[config.mk]
export PLATFORM = sky130hd
export DESIGN_NAME = ptpw_ctrl
export DESIGN_NICKNAME = d
export VERILOG_FILES = /design/src/rtl/ptpw_pkg.sv /design/src/rtl/ptpw_ctrl.sv
export SDC_FILE = /design/constraint.sdc
export NUM_CORES = 1
export LEC_CHECK = 0
export ABC_AREA = 1
export CAP_MARGIN = 5
export CORE_AREA = 3 3 40 42
export DETAILED_ROUTE_END_ITERATION = 8
export DIE_AREA = 0 0 43 45
export DONT_BUFFER_PORTS = 1
export PLACE_DENSITY_LB_ADDON = 0.12
export SYNTH_ARGS = -nofsm -noshare
export SYNTH_HDL_FRONTEND = slang
export SYNTH_SLANG_ARGS = --single-unit
[constraint.sdc]
create_clock -name clk_i -period 1.2 [get_ports clk_i]
set_clock_uncertainty 0.1 [all_clocks]
set_input_delay 0.24 -clock clk_i [delete_from_list [all_inputs] [get_ports clk_i]]
set_output_delay 0.24 -clock clk_i [all_outputs]
set_load 0.1 [all_outputs]
[src/rtl/ptpw_pkg.sv]
// Shared types and constants for the point target peak width block.
// Used by ptpw_ctrl, ptpw_dp and point_target_peak_width; no dependencies.
package ptpw_pkg;

  // Configuration register map
  localparam int unsigned CfgIdxW  = 2;
  localparam int unsigned CfgDataW = 15;
  localparam int unsigned SideCfgW = 8;
  localparam int unsigned DropW    = 15;

  localparam logic [CfgIdxW-1:0] REG_IMG_WIDTH  = 2'd0;
  localparam logic [CfgIdxW-1:0] REG_IMG_HEIGHT = 2'd1;
  localparam logic [CfgIdxW-1:0] REG_DROP       = 2'd2;

  localparam logic [SideCfgW-1:0] IMG_WIDTH_RST  = 8'd128;
  localparam logic [SideCfgW-1:0] IMG_HEIGHT_RST = 8'd128;
  localparam logic [DropW-1:0]    DROP_RST       = 15'd768;  // 3 dB in Q8.8

  // Walk direction away from the peak
  typedef enum logic [1:0] {
    DIR_LEFT  = 2'd0,
    DIR_RIGHT = 2'd1,
    DIR_UP    = 2'd2,
    DIR_DOWN  = 2'd3
  } dir_e;

  // Controller -> datapath
  typedef struct packed {
    logic load;        // store pixel, track peak, advance position
    logic restart;     // clear load position and peak tracking
    logic walk_start;  // put walk index and address on the peak
    logic walk_read;   // read store at walk address
    logic walk_step;   // move one pixel further along dir
    logic walk_stop;   // record walk index as stop index for dir
    logic emit;        // register result, pulse strobe
    dir_e dir;
  } cmd_t;

  // Datapath -> controller
  typedef struct packed {
    logic last_pixel;  // load position is the last pixel of the image
    logic walk_out;    // walk index is past an image edge
    logic walk_pass;   // read pixel is strictly above the threshold
  } sts_t;

endpackage

[src/rtl/ptpw_ctrl.sv]
// Sequencer for loading and the four width walks of the peak width block.
// Depends on ptpw_pkg.
module ptpw_ctrl (
  input  logic            clk_i,
  input  logic            rst_ni,
  input  logic            start,
  input  ptpw_pkg::sts_t  sts_i,
  output ptpw_pkg::cmd_t  cmd_o,
  output logic            busy
);

  localparam logic [2:0] ST_LOAD  = 3'd0;
  localparam logic [2:0] ST_INIT  = 3'd1;
  localparam logic [2:0] ST_CHECK = 3'd2;
  localparam logic [2:0] ST_EVAL  = 3'd3;
  localparam logic [2:0] ST_EMIT  = 3'd4;

  logic [2:0]     state_q, state_d;
  ptpw_pkg::dir_e dir_q, dir_d;
  logic           walk_done;

  always_ff @(posedge clk_i or negedge rst_ni) begin
    if (!rst_ni) begin
      state_q <= ST_LOAD;
      dir_q   <= ptpw_pkg::DIR_LEFT;
    end else begin
      state_q <= state_d;
      dir_q   <= dir_d;
    end
  end

  // load, walk and emit sequencing; after a walk stops: next direction, or emit after the last one
  always_comb begin
    walk_done = 1'b0;
    state_d   = state_q;
    dir_d     = dir_q;
    cmd_o     = '0;
    cmd_o.dir = dir_q;
    unique case (state_q)
      ST_LOAD: begin
        if (start) begin
          cmd_o.load = 1'b1;
          if (sts_i.last_pixel) begin
            state_d = ST_INIT;
            dir_d   = ptpw_pkg::DIR_LEFT;
          end
        end
      end
      ST_INIT: begin
        cmd_o.walk_start = 1'b1;
        state_d          = ST_CHECK;
      end
      ST_CHECK: begin
        if (sts_i.walk_out) begin
          cmd_o.walk_stop = 1'b1;
          walk_done       = 1'b1;
        end else begin
          cmd_o.walk_read = 1'b1;
          state_d         = ST_EVAL;
        end
      end
      ST_EVAL: begin
        if (sts_i.walk_pass) begin
          cmd_o.walk_step = 1'b1;
          state_d         = ST_CHECK;
        end else begin
          cmd_o.walk_stop = 1'b1;
          walk_done       = 1'b1;
        end
      end
      ST_EMIT: begin
        cmd_o.emit    = 1'b1;
        cmd_o.restart = 1'b1;
        state_d       = ST_LOAD;
      end
      default: begin
        state_d = ST_LOAD;
      end
    endcase

    if (walk_done) begin
      unique case (dir_q)
        ptpw_pkg::DIR_LEFT:  begin dir_d = ptpw_pkg::DIR_RIGHT; state_d = ST_INIT; end
        ptpw_pkg::DIR_RIGHT: begin dir_d = ptpw_pkg::DIR_UP;    state_d = ST_INIT; end
        ptpw_pkg::DIR_UP:    begin dir_d = ptpw_pkg::DIR_DOWN;  state_d = ST_INIT; end
        ptpw_pkg::DIR_DOWN:  begin dir_d = ptpw_pkg::DIR_LEFT;  state_d = ST_EMIT; end
        default:             begin dir_d = ptpw_pkg::DIR_LEFT;  state_d = ST_EMIT; end
      endcase
    end
  end

  assign busy = (state_q != ST_LOAD);

endmodule

### Word level (Yosys, flattened, before mapping)

Index checks and enable logic that the tools add are counted.
Widths: inputs -> output; s select.

| cells by class | value |
|---|---|
| $add $sub $neg | 0 |
| multipliers | 0 |
| divide/modulo/power cells | 0 |
| magnitude comparators | 0 |
| eq/ne operators | 11 |
| shift operators | 0 |
| muxes and demuxes | 23 |
| bitwise operators | 0 |
| reduce and logical (&&, ||, !) cells | 9 |

Operators with widths:

| kind | count |
|---|---|
| $mux 3 | 5 |
| $ne 3x3->1 const B | 4 |
| $pmux 3 s4 | 1 |
| $mux 1 | 10 |
| $mux 2 | 4 |
| $pmux 2 s4 | 1 |
| $eq 3x2->1 const B | 2 |
| $pmux 3 s2 | 1 |
| $reduce_bool 2->1 | 3 |
| $eq 2x2->1 const B | 2 |
| $reduce_and 4->1 | 1 |
| $eq 3x1->1 const B | 1 |
| $eq 3x3->1 const B | 1 |
| $logic_not 3->1 | 1 |
| $reduce_and 3->1 | 1 |
| $reduce_bool 3->1 | 1 |
| $reduce_or 3->1 | 1 |
| $eq 2x1->1 const B | 1 |
| $logic_not 2->1 | 1 |
| $pmux 1 s2 | 1 |

| storage, ports and cells | value |
|---|---|
| flip-flop bits (word level) | 5 |
| latch bits | 0 |
| memory bits (writable) | 0 |
| ROM bits | 0 |
| bits of input ports | 6 |
| output and inout bits | 10 |
| word-level logic and storage cells | 45 |
| memories kept | 0 |

### Depth between registers and ports, before layout

| logic depth | value |
|---|---|
| depth in word-level cells | 4 |
| depth in mapped cells | 6 |
| mapped depth without buffers | 6 |

### Least setup slack after synthesis

OpenSTA, ideal clock, no wires.

| path | value |
|---|---|
| path type | register -> output |
| from | reg state_q[1] |
| to | out cmd_o[7] in the netlist's numbering |
| arrival time | 3.148 ns |
| required time | 0.860 ns |
| path slack | -2.288 ns |
| cell stages (with the launch flop) | 3 |
| path buffers | 1 |
| cells stage by stage | dfrtp_1 > nor3_1 > buf_4 |

RTL lines:

| item | RTL line | text |
|---|---|---|
| from (decl) | ptpw_ctrl.sv:18 | `logic [2:0] state_q, state_d;` |
| from (signal assigned) | ptpw_ctrl.sv:27 | `state_q <= state_d;` |
| to (decl) | ptpw_ctrl.sv:8 | `output ptpw_pkg::cmd_t cmd_o,` |

==> impl_metrics.csv <==
group,metric,value,unit
route,drcViolationCount,0,
timing,fmax,618.1,MHz
critical_path,crit_family,"flip-flops",
grt,grt_overflow_total,0,
synthesis,ys_ff_latch,5,
placement,gp_congestion,0.7142,
critical_path,worst-path-max-fanout,3,
critical_path,cpMostUsedCell,"buf_12",
cts,cts_tree,"yes",
placement,io_buffer_count,0,
die,ios,16,
timing,setup_viol,15,
critical_path,startpoint,"state_q[0]",
worst_hold_path,hp-class,"input pin to async pin",
route,ant_nets,0,
critical_path,criticalPathCategory,"register to output port",
synthesis,avgSynthCellArea,8.453,µm²
die,start_util,29.60,%
route,viasPerCell,4.640,
timing,rsz0062_at_grt,"true",
critical_path,crit_buf_inv,2,
timing,finalCriticalPeriod,1.618,ns
timing,setup_slack,-0.4177,ns
cts,cts_max_path_buffers,2,
die,die_w,43,µm
layout,final_cell_mix,"buf_12, buf_4, inv_2, nor2_4, buf_6",
timing,slew_violations,0,
critical_path,slowest_delay,0.43,ns
route,drtPass1Iterations,4,
cts,h-tree-depth,1,
critical_path,arrival,1.28,ns
layout,post-route-util,70.79,%
synthesis,synth-seq-area-share,32.89,%
run_status,violations,"setup timing",
layout,antenna_cells,0,
die,die_h,45,µm
grt,antenna_found_initial,0,
route,drt-initial-drc-count,7,
cts,cts.sinks,5,
grt,grt_pass1_vias,419,
timing,fin_hold_ws,0.1940,ns
critical_path,crit_chain,"buf_12 > nor3_4 > buf_12",
run_status,status,"finished with violations",
timing,hold_violations,0,
timing,setup_tns,-3.929,ns
synthesis,synth_area_leaders,"dfrtp_1, ha_1, inv_1, nand2_1, nand2_4",
critical_path,required,0.86,ns
critical_path,r2r_end,"state_q[0]",
layout,drive_gt1_share,85.14,%
timing,tightestPinTransition,0.3157,ns
synthesis,syn-cell-area,380.4,µm²
critical_path,critPathLaunchType,"register",
critical_path,regToRegSetupSlack,-0.20,ns
synthesis,syn_inst,45,
grt,grt_start_max_net_pins,6,
job,drv_cap,0,
critical_path,path_depth,3,
layout,stdcell_area,909.6,µm²
critical_path,endpoint_kind,"output port",
critical_path,reg2reg_from,"state_q[0]",
grt,grt_usage,11.33,%
critical_path,critPathSlowestCell,"dfrtp_2",
synthesis,synth.distinct_cells,17,
layout,syn_to_final_growth,139.1,%
placement,dp_hpwl,862.6,µm
cts,clock_latency,0.23,ns
grt,grt_pass1_wl,1711,µm
route,vias,413,
synthesis,synth_nets,54,
route,wire_per_inst,12.42,µm
cts,cts_made_buffers,3,
route,totalWireLength,1105,µm
cts,cts_root_buf,"clkbuf_4",
die,num_rows,13,
placement,place_area,725.7,µm²
synthesis,synth.largest_area_cell,"dfrtp_1",
timing,fin_crit_sh,134.8,%
cts,clkTransAtPathRegs,0.05,ns
timing,maxSlewHeadroom,78.88,%
die,coreArea,1285,µm²
critical_path,crit_path_end,"cmd_o[2]",
synthesis,yosysWarningCount,0,
layout,layout.nets,84,
die,fp.dieArea,1935,µm²
synthesis,synth_top_area_share,32.89,%
critical_path,rr_worst_depth,8,
## worst min-delay path by stage
stage / end / slack, ns / cells after the start
3_3_place_gp: state_q[2] / -0.16 / 0
5_1_grt: dir_q[1] / 0.20 / 1
6_report: dir_q[1] / 0.19 / 1
4_1_cts: dir_q[0] / 0.19 / 3
3_5_place_dp: dir_q[1] / -0.16 / 0
2_1_floorplan: state_q[0] / -0.16 / 0
## routing by layer
layer | up-vias | global-route usage (%) | wire [µm]
li1 | 201 | - | -
met1 | 196 | 10.59 | 387
met2 | 14 | 24.25 | 629
met3 | 2 | 2.789 | 65
met4 | 0 | 2.410 | 22
met5 | - | 0 | 0
## area by class of cell
class	count	area (µm²)
fillers	104	375.4
repair buffers	27	369.1
multi-input cells	30	329.1
flip-flops and latches	5	136.4
inverters	8	30.03
clock buffers	4	26.28
well taps	15	18.77
## cells in the mapped netlist
cell      count
a21boi_2      1
a21oi_1       1
a21oi_4       1
buf_4         2
dfrtp_1       5
ha_1          3
inv_1         8
nand2_1       6
nand2_2       1
nand2_4       2
nand3_2       1
nand4_1       3
nor2_1        4
nor2_2        3
nor2_4        1
nor3_1        2
o21ai_1       1
## stage by stage
step           setup slack, ns  cells
2_1_floorplan          -0.9340     45
3_3_place_gp           -0.1560     79
3_5_place_dp           -0.1720     79
4_1_cts                -0.4186     85
5_1_grt                -0.4774     89
6_report               -0.4177     89
## worst reg2reg max path, stage by stage (launching register included)
cell and delay (ns):
dfrtp_2 0.40, buf_12 0.13, nand2_8 0.05, nor2_4 0.12, nand2_4 0.07, buf_4 0.14
buf_6 0.12, a21boi_4 0.14, nor2_2 0.04
## cells by family (layout without fill, tap and decap cells)
group,Yosys count,in the layout,synth area share (%)
buffers and inverters,10,39,11.84
and+or+nand+nor,23,23,35.53
AOI/OAI and AO/OA,4,4,9.867
adders and majority gates,3,3,9.869
DFF,5,5,32.89
## sequential cells by signal (all words and copies together), names as in the netlist
signal	cells
state_q	3
dir_q	2
## what timing repair did
action / CTS / global route
endpoints found under the setup margin: 15 / 15
hold endpoints to repair: 5 / 0
hold buffers: 1 / 0
pin swaps: 3 / 4
buffers inserted: 1 / 4
resized for setup: 8 / 16
Power is left out: the tool's default activity adds up to more than one toggle a clock period on the data nets, which glitch-free logic cannot reach.
